==> src/rtl/lbfp_pkg.sv <==
// ----------------------------------------------------------------------------
// lbfp_pkg
// Shared constants and control types for the LSB-first bit field packer.
// ----------------------------------------------------------------------------
package lbfp_pkg;

  localparam int BUF_BYTES = 256;
  localparam int ADDR_W    = $clog2(BUF_BYTES);
  localparam int CUR_W     = ADDR_W + 1;
  localparam int OFF_W     = 3;
  localparam int LEN_W     = 6;
  localparam int DATA_W    = 32;
  localparam int MAX_FIELD = 32;
  localparam int NEED_W    = CUR_W + OFF_W + 1;

  localparam logic [1:0] REQ_WR_FIELD = 2'd0;
  localparam logic [1:0] REQ_WR_BIT   = 2'd1;
  localparam logic [1:0] REQ_RD_FIELD = 2'd2;

  // controller -> datapath
  typedef struct packed {
    logic start;     // latch the accepted beat
    logic step;      // process one byte chunk
    logic load_out;  // capture result into output register
  } cmd_t;

  // datapath -> controller
  typedef struct packed {
    logic go_work;     // accepted request touches the buffer
    logic last_chunk;  // current chunk finishes the field
  } status_t;

endpackage

==> src/rtl/lbfp_ram.sv <==
// ----------------------------------------------------------------------------
// lbfp_ram
// Generic simple dual-port RAM, one write port, one registered read port.
// ----------------------------------------------------------------------------
module lbfp_ram #(
  parameter int WIDTH = 8,
  parameter int DEPTH = 256
) (
  input  logic                     clk,
  input  logic                     we,
  input  logic [$clog2(DEPTH)-1:0] waddr,
  input  logic [WIDTH-1:0]         wdata,
  input  logic [$clog2(DEPTH)-1:0] raddr,
  output logic [WIDTH-1:0]         rdata
);

  logic [WIDTH-1:0] mem [DEPTH];

  always_ff @(posedge clk) begin
    if (we) begin
      mem[waddr] <= wdata;
    end
    rdata <= mem[raddr];
  end

endmodule

==> src/rtl/lbfp_dp.sv <==
// ----------------------------------------------------------------------------
// lbfp_dp
// Datapath: cursors, shared bit offset, byte buffer and per-chunk merge logic.
// ----------------------------------------------------------------------------
module lbfp_dp import lbfp_pkg::*; (
  input  logic              clk,
  input  logic              rst,
  input  logic [1:0]        in_req,
  input  logic [DATA_W-1:0] in_value,
  input  logic [LEN_W-1:0]  in_bits,
  input  cmd_t              cmd,
  output status_t           st,
  output logic [DATA_W-1:0] out_data,
  output logic              out_ovf,
  output logic [CUR_W-1:0]  out_wbytes,
  output logic [CUR_W-1:0]  out_rbytes
);

  logic [1:0]          req;
  logic [DATA_W-1:0]   value;
  logic [LEN_W-1:0]    rem;
  logic [LEN_W-1:0]    done;
  logic [DATA_W-1:0]   acc;
  logic                ovf;
  logic [CUR_W-1:0]    wcur;
  logic [CUR_W-1:0]    rcur;
  logic [OFF_W-1:0]    off;
  logic [BUF_BYTES-1:0] vld;
  logic                rvld;

  logic [LEN_W-1:0]  n_clamp;
  logic [LEN_W-1:0]  n_use;
  logic              active;
  logic [CUR_W-1:0]  cur_in;
  logic [NEED_W-1:0] need;
  logic              fits;

  logic [ADDR_W-1:0] cur;
  logic [3:0]        room;
  logic [3:0]        take;
  logic [3:0]        off_sum;
  logic [7:0]        mask;
  logic [7:0]        keep;
  logic [7:0]        bit_mask;
  logic [7:0]        rdata;
  logic [7:0]        old_byte;
  logic [7:0]        new_field;
  logic [7:0]        new_bit;
  logic [7:0]        wdata;
  logic              we;
  logic [ADDR_W-1:0] raddr;
  logic [7:0]        rd_chunk;

  // ---- accept-time checks ----
  always_comb begin
    n_clamp = (in_bits > LEN_W'(MAX_FIELD)) ? LEN_W'(MAX_FIELD) : in_bits;
    n_use   = (in_req == REQ_WR_BIT) ? LEN_W'(1) : n_clamp;
    unique case (in_req)
      REQ_WR_FIELD: active = (n_clamp != '0);
      REQ_WR_BIT:   active = 1'b1;
      REQ_RD_FIELD: active = (n_clamp != '0);
      default:      active = 1'b0;
    endcase
    cur_in = (in_req == REQ_RD_FIELD) ? rcur : wcur;
    need   = {1'b0, cur_in, 3'b000} + NEED_W'(off) + NEED_W'(n_use);
    fits   = (need <= NEED_W'(BUF_BYTES * 8));
  end

  assign st.go_work = active & fits;

  // ---- chunk logic ----
  always_comb begin
    cur       = (req == REQ_RD_FIELD) ? rcur[ADDR_W-1:0] : wcur[ADDR_W-1:0];
    room      = 4'd8 - {1'b0, off};
    take      = (rem < LEN_W'(room)) ? rem[3:0] : room;
    off_sum   = {1'b0, off} + take;
    mask      = 8'((9'd1 << take) - 9'd1);
    keep      = 8'((9'd1 << off) - 9'd1);
    bit_mask  = 8'd1 << off;
    old_byte  = rvld ? rdata : 8'd0;
    new_field = (old_byte & keep) | ((value[7:0] & mask) << off);
    new_bit   = value[0] ? (old_byte | bit_mask) : (old_byte & ~bit_mask);
    wdata     = (req == REQ_WR_BIT) ? new_bit : new_field;
    we        = cmd.step && (req != REQ_RD_FIELD);
    rd_chunk  = (old_byte >> off) & mask;
    // while stepping, prefetch the next byte
    raddr     = cur + ADDR_W'(cmd.step);
  end

  assign st.last_chunk = (rem == LEN_W'(take));

  lbfp_ram #(
    .WIDTH(8),
    .DEPTH(BUF_BYTES)
  ) u_ram (
    .clk  (clk),
    .we   (we),
    .waddr(cur),
    .wdata(wdata),
    .raddr(raddr),
    .rdata(rdata)
  );

  // bytes never written read as zero
  always_ff @(posedge clk) begin
    if (rst) begin
      vld  <= '0;
      rvld <= 1'b0;
    end else begin
      if (we) begin
        vld[cur] <= 1'b1;
      end
      rvld <= vld[raddr];
    end
  end

  always_ff @(posedge clk) begin
    if (rst) begin
      wcur <= '0;
      rcur <= '0;
      off  <= '0;
    end else if (cmd.step) begin
      off <= off_sum[OFF_W-1:0];
      if (req == REQ_RD_FIELD) begin
        rcur <= rcur + CUR_W'(off_sum[3]);
      end else begin
        wcur <= wcur + CUR_W'(off_sum[3]);
      end
    end
  end

  always_ff @(posedge clk) begin
    if (cmd.start) begin
      req   <= in_req;
      value <= in_value;
      rem   <= n_use;
      done  <= '0;
      acc   <= '0;
      ovf   <= active & ~fits;
    end else if (cmd.step) begin
      value <= value >> take;
      rem   <= rem - LEN_W'(take);
      done  <= done + LEN_W'(take);
      if (req == REQ_RD_FIELD) begin
        acc <= acc | (DATA_W'(rd_chunk) << done[4:0]);
      end
    end
  end

  always_ff @(posedge clk) begin
    if (cmd.load_out) begin
      out_data   <= acc;
      out_ovf    <= ovf;
      out_wbytes <= wcur;
      out_rbytes <= rcur;
    end
  end

endmodule

==> src/rtl/lbfp_ctrl.sv <==
// ----------------------------------------------------------------------------
// lbfp_ctrl
// Controller: sequences accept, byte fetch, chunk steps and result hand-off.
// ----------------------------------------------------------------------------
module lbfp_ctrl import lbfp_pkg::*; (
  input  logic    clk,
  input  logic    rst,
  input  logic    s_tvalid,
  output logic    s_tready,
  output logic    m_tvalid,
  input  logic    m_tready,
  input  status_t st,
  output cmd_t    cmd
);

  typedef enum logic [1:0] {
    S_IDLE,
    S_FETCH,
    S_WORK,
    S_FINISH
  } state_t;

  state_t state;

  assign s_tready = (state == S_IDLE);

  // S_FETCH needs no command: the datapath addresses the byte under the cursor
  always_comb begin
    cmd.start    = (state == S_IDLE) && s_tvalid;
    cmd.step     = (state == S_WORK);
    cmd.load_out = (state == S_FINISH) && (!m_tvalid || m_tready);
  end

  always_ff @(posedge clk) begin
    if (rst) begin
      state    <= S_IDLE;
      m_tvalid <= 1'b0;
    end else begin
      m_tvalid <= cmd.load_out | (m_tvalid & ~m_tready);
      unique case (state)
        S_IDLE: begin
          if (s_tvalid) begin
            state <= st.go_work ? S_FETCH : S_FINISH;
          end
        end
        S_FETCH: state <= S_WORK;
        S_WORK: begin
          if (st.last_chunk) begin
            state <= S_FINISH;
          end
        end
        S_FINISH: begin
          if (cmd.load_out) begin
            state <= S_IDLE;
          end
        end
        default: state <= S_IDLE;
      endcase
    end
  end

endmodule

==> src/rtl/lsb_first_bit_field_packer_unit.sv <==
// ----------------------------------------------------------------------------
// lsb_first_bit_field_packer_unit
// Packs and unpacks variable-width fields LSB first in a 256-byte buffer.
//
// Channel  Dir  Beat contents
// s_*      in   tuser: req_type[1:0]; tdata: write_value, field_bits
// m_*      out  tdata: read_data, overflow, write_bytes, read_bytes
//
// One request at a time. A dropped or no-op request goes straight to the
// result; a buffer access fetches the cursor byte, then steps one chunk per
// touched byte (up to 5 for a 32-bit field), limited by the single RAM
// read-modify-write path. Reset is synchronous; buffer bytes read as zero
// until written. A stalled result stays in the output register and the
// next beat is accepted once the controller is back in idle.
// ----------------------------------------------------------------------------
module lsb_first_bit_field_packer_unit import lbfp_pkg::*; (
  input  logic        clk,
  input  logic        rst,
  input  logic        s_tvalid,
  output logic        s_tready,
  input  logic [39:0] s_tdata,   // write_value[31:0], field_bits[37:32], zero pad
  input  logic [1:0]  s_tuser,   // req_type[1:0]
  output logic        m_tvalid,
  input  logic        m_tready,
  output logic [55:0] m_tdata    // read_data[31:0], overflow[32], write_bytes[41:33],
                                 // read_bytes[50:42], zero pad
);

  cmd_t              cmd;
  status_t           st;
  logic [DATA_W-1:0] out_data;
  logic              out_ovf;
  logic [CUR_W-1:0]  out_wbytes;
  logic [CUR_W-1:0]  out_rbytes;

  lbfp_ctrl u_ctrl (
    .clk     (clk),
    .rst     (rst),
    .s_tvalid(s_tvalid),
    .s_tready(s_tready),
    .m_tvalid(m_tvalid),
    .m_tready(m_tready),
    .st      (st),
    .cmd     (cmd)
  );

  lbfp_dp u_dp (
    .clk       (clk),
    .rst       (rst),
    .in_req    (s_tuser),
    .in_value  (s_tdata[31:0]),
    .in_bits   (s_tdata[37:32]),
    .cmd       (cmd),
    .st        (st),
    .out_data  (out_data),
    .out_ovf   (out_ovf),
    .out_wbytes(out_wbytes),
    .out_rbytes(out_rbytes)
  );

  assign m_tdata = {5'd0, out_rbytes, out_wbytes, out_ovf, out_data};

endmodule
==> config.mk <==
export PLATFORM = sky130hd
export DESIGN_NAME = lsb_first_bit_field_packer_unit
export DESIGN_NICKNAME = d
export VERILOG_FILES = /design/src/rtl/lbfp_pkg.sv /design/src/rtl/lbfp_ram.sv /design/src/rtl/lbfp_dp.sv /design/src/rtl/lbfp_ctrl.sv /design/src/rtl/lsb_first_bit_field_packer_unit.sv
export SDC_FILE = /design/constraint.sdc
export NUM_CORES = 2
export LEC_CHECK = 0
export BUFFER_PORTS_ARGS = -buffer_cell sky130_fd_sc_hd__buf_2
export CORE_UTILIZATION = 55
export DETAILED_ROUTE_END_ITERATION = 6
export PLACE_DENSITY = 0.76
export SLEW_MARGIN = 0
export SYNTH_ARGS = -nofsm -noshare
export SYNTH_HDL_FRONTEND = slang
export SYNTH_SLANG_ARGS = --single-unit
export TNS_END_PERCENT = 100
==> constraint.sdc <==
create_clock -name clk -period 48.7 [get_ports clk]
set_clock_uncertainty 0.15 [all_clocks]
set_input_delay 4.87 -clock clk [delete_from_list [all_inputs] [get_ports clk]]
set_output_delay 4.87 -clock clk [all_outputs]
set_load 0.01 [all_outputs]
==> reports/qor.csv <==
metric,value,unit
postCtsSetupBuffers,0,
p_leak,34.7,nW
relSlewSlack,0.0353,
wl_per_cell,28.2,um
grt_util_met3,0.0547,
async_flop_share,0,
wirelength,238000,um
dpl.hpwl,136000,um
yosysSeqAreaShare,0.712,
drive_gt1_frac,0.196,
slew_viol_final,0,
use_met2,0.408,
die_area,183000,um2
fin_area,110000,um2
fin_tns_setup,0,ns
cp-end-kind,flop,
rsz0062_at_grt,false,
antenna_found_initial,8,
synthCells,5810,
vias_per_cell,6.43,
grt_max_degree,257,
synth.distinct_cells,84,
drv_cap,0,
timing.fmax,115,MHz
period_minus_slack,8.66,ns
cts_tree,done,
drc,0,
synth-edff-count,2140,
cts_resized,0,
synth_flop_cell,edfxtp_1,
hold_path_class,flop to flop,
status,finished clean,
pwr_density_cell,63.0,nW/um2
root_buffer,clkbuf_16,
required,49.09,ns
cts_buffer_depth,3,
grtUsageTotal,0.261,
worst_setup_path_start_kind,flop,
std_cell_rows,155,
area.growth.synth_to_final,10.6,%
place.gp.congestion,0.892,
clk_latency,0.87,ns
start_util,0.556,
ys_seq_elements,2466,
syn-cell-area,99400,um2
tightest_slew,1.44,ns
critPathArrivalTime,9.04,ns
fin_total_pwr,6.93,mW
die_w,427,um
clock-sinks,2466,
dr.pass1.iters,6,
fp.dieH,427,um
setup_viol,0,
dp_cells,7999,
use_met1,0.361,
top_usage_layer,met2,
coreArea,179000,um2
overflow,0,
grt_first_pass_wirelength,350000,um
clk_pin_slew,0.06,ns
crit_fanout,76,
ant_nets,0,
h-tree-depth,4,
hold_viol,0,
critPathKind,flop to flop,
syn_avg_cell_area,17.1,um2
drt_iter0_drc,7018,
vias,54300,
numCtsBuffers,230,
holdBufCountCts,0,
ios,104,
post-route-util,0.615,
place_area,102000,um2
portBuffers,96,
peakVddDrop,0.163,mV
yosys_warnings,0,
layout.nets,5963,
final_cells,8439,
grt_pass1_vias,53500,
regToRegSetupSlack,40.04,ns
period_share,0.178,
## path summary, 6_finish.rpt
path | start | endpoint | cells after the start
setup / recovery | u_dp.off[1]$_SDFFE_PP0P_ | u_dp.u_ram.mem[250][3]$_DFFE_PP_ | 17
setup reg to reg | u_dp.off[1]$_SDFFE_PP0P_ | u_dp.u_ram.mem[250][3]$_DFFE_PP_ | 17
hold / removal | u_dp.acc[23]$_SDFFE_PP0P_ | u_dp.out_data[23]$_DFFE_PP_ | 0
hold reg to reg | u_dp.acc[23]$_SDFFE_PP0P_ | u_dp.out_data[23]$_DFFE_PP_ | 0
## logic make-up after synthesis
logic type,share of synthesized area
flip-flops,0.712
AND/OR/NAND/NOR,0.0621
multiplexers,0.168
AO/OA/AOI/OAI,0.0318
buffers and inverters,0.0179
adder cells (fa/ha/maj),0.00546
XOR/XNOR,0.00282
other,0.0000377
## through the flow
stage / worst slack, ns / hold slack, ns
2_1_floorplan: 31.59 / 0.250
3_3_place_gp: 40.17 / 0.267
3_5_place_dp: 40.17 / 0.266
4_1_cts: 40.16 / 0.261
5_1_grt: 39.59 / 0.276
6_report: 40.04 / 0.250
## critical path: stages (launching register included)
cell,delay (ns)
dfxtp_1,0.92
clkinv_1,0.68
ha_1,0.45
ha_1,0.44
inv_1,0.10
ha_1,0.19
a2111o_1,0.43
a21oi_1,0.26
a2bb2oi_4,0.60
buf_4,0.46
nand3_1,0.13
ha_1,0.24
xnor2_1,0.22
o21ai_0,0.31
mux2i_1,0.23
o221ai_4,0.83
buf_4,0.78
buf_4,0.77
## power breakdown
part	switching (mW)	total [mW]	internal (mW)
Combinational	1.40	2.02	0.623
Clock	0.788	1.82	1.03
Sequential	0.0396	3.09	3.05
Total	2.23	6.93	4.70
## state kept, by name, summed over array words and instances (netlist names)
name              flops
u_ctrl.m_tvalid       1
u_ctrl.state          2
u_dp.acc             32
u_dp.done             5
u_dp.off              3
u_dp.out_data        32
u_dp.out_ovf          1
u_dp.out_rbytes       9
u_dp.out_wbytes       9
u_dp.ovf              1
u_dp.rcur             9
u_dp.rem              6
u_dp.req              2
u_dp.rvld             1
u_dp.u_ram.mem     2048
u_dp.u_ram.rdata      8
u_dp.value           32
u_dp.vld            256
u_dp.wcur             9
## synthesized netlist by cell type (all sizes together) (6+ instances only)
master / n / area [um2]
mux2i: 351 / 3550
buf: 168 / 931
mux4: 576 / 13000
xor2: 15 / 131
o221ai: 8 / 70.1
and3: 14 / 87.6
o22ai: 10 / 62.6
mux2: 18 / 206
a211oi: 111 / 833
o21a: 10 / 75.1
dfxtp: 326 / 6530
a221o: 6 / 60.1
a21oi: 74 / 374
o21bai: 6 / 45.0
a31oi: 16 / 100
inv: 32 / 120
nor3: 21 / 105
o31ai: 10 / 75.1
edfxtp: 2140 / 64300
a2111oi: 15 / 138
and2: 13 / 81.3
xnor2: 17 / 149
a21o: 19 / 143
nand2b: 17 / 106
nand3: 84 / 420
nor2: 878 / 3300
clkbuf: 189 / 709
nand4: 24 / 150
a311oi: 26 / 228
o211ai: 8 / 60.1
nor2b: 65 / 407
nand2: 336 / 1260
o32ai: 8 / 88.8
or3: 11 / 68.8
o21ai: 66 / 334
ha: 37 / 463
## per-layer routing
layer / vias up / share of wire
li1: 22800 / -
met1: 27800 / 0.38
met2: 3038 / 0.48
met3: 518 / 0.099
met4: 6 / 0.042
met5: - / 0.00017
## cells in the final DEF, fill, tap and decap left out, types with 15 or more instances in the layout
master	count
a211oi_1	111
nand4_1	24
nand2b_1	17
a311oi_1	26
mux2_2	17
clkbuf_16	234
ha_1	35
mux4_2	576
nand3_1	84
clkinv_1	32
a21o_1	18
dfxtp_1	326
inv_1	30
clkbuf_1	51
bufinv_16	21
nor2_1	878
mux2i_1	345
xnor2_1	15
nor2b_1	64
edfxtp_1	2140
a21oi_1	73
clkinv_2	48
buf_2	95
o21ai_0	51
clkbuf_8	20
nor3_1	21
nand2_1	323
a31oi_1	16
buf_4	82
## cell type report
type | count | area [um2]
tap | 2355 | 2950
clock inverter | 130 | 1360
fill | 12200 | 69000
inverter | 36 | 135
sequential | 2466 | 70800
clock buffer | 305 | 6320
timing repair buffer | 187 | 1290
antenna | 5 | 12.5
multi-input combinational | 2955 | 27200
Power figures use the tool's default switching activity.
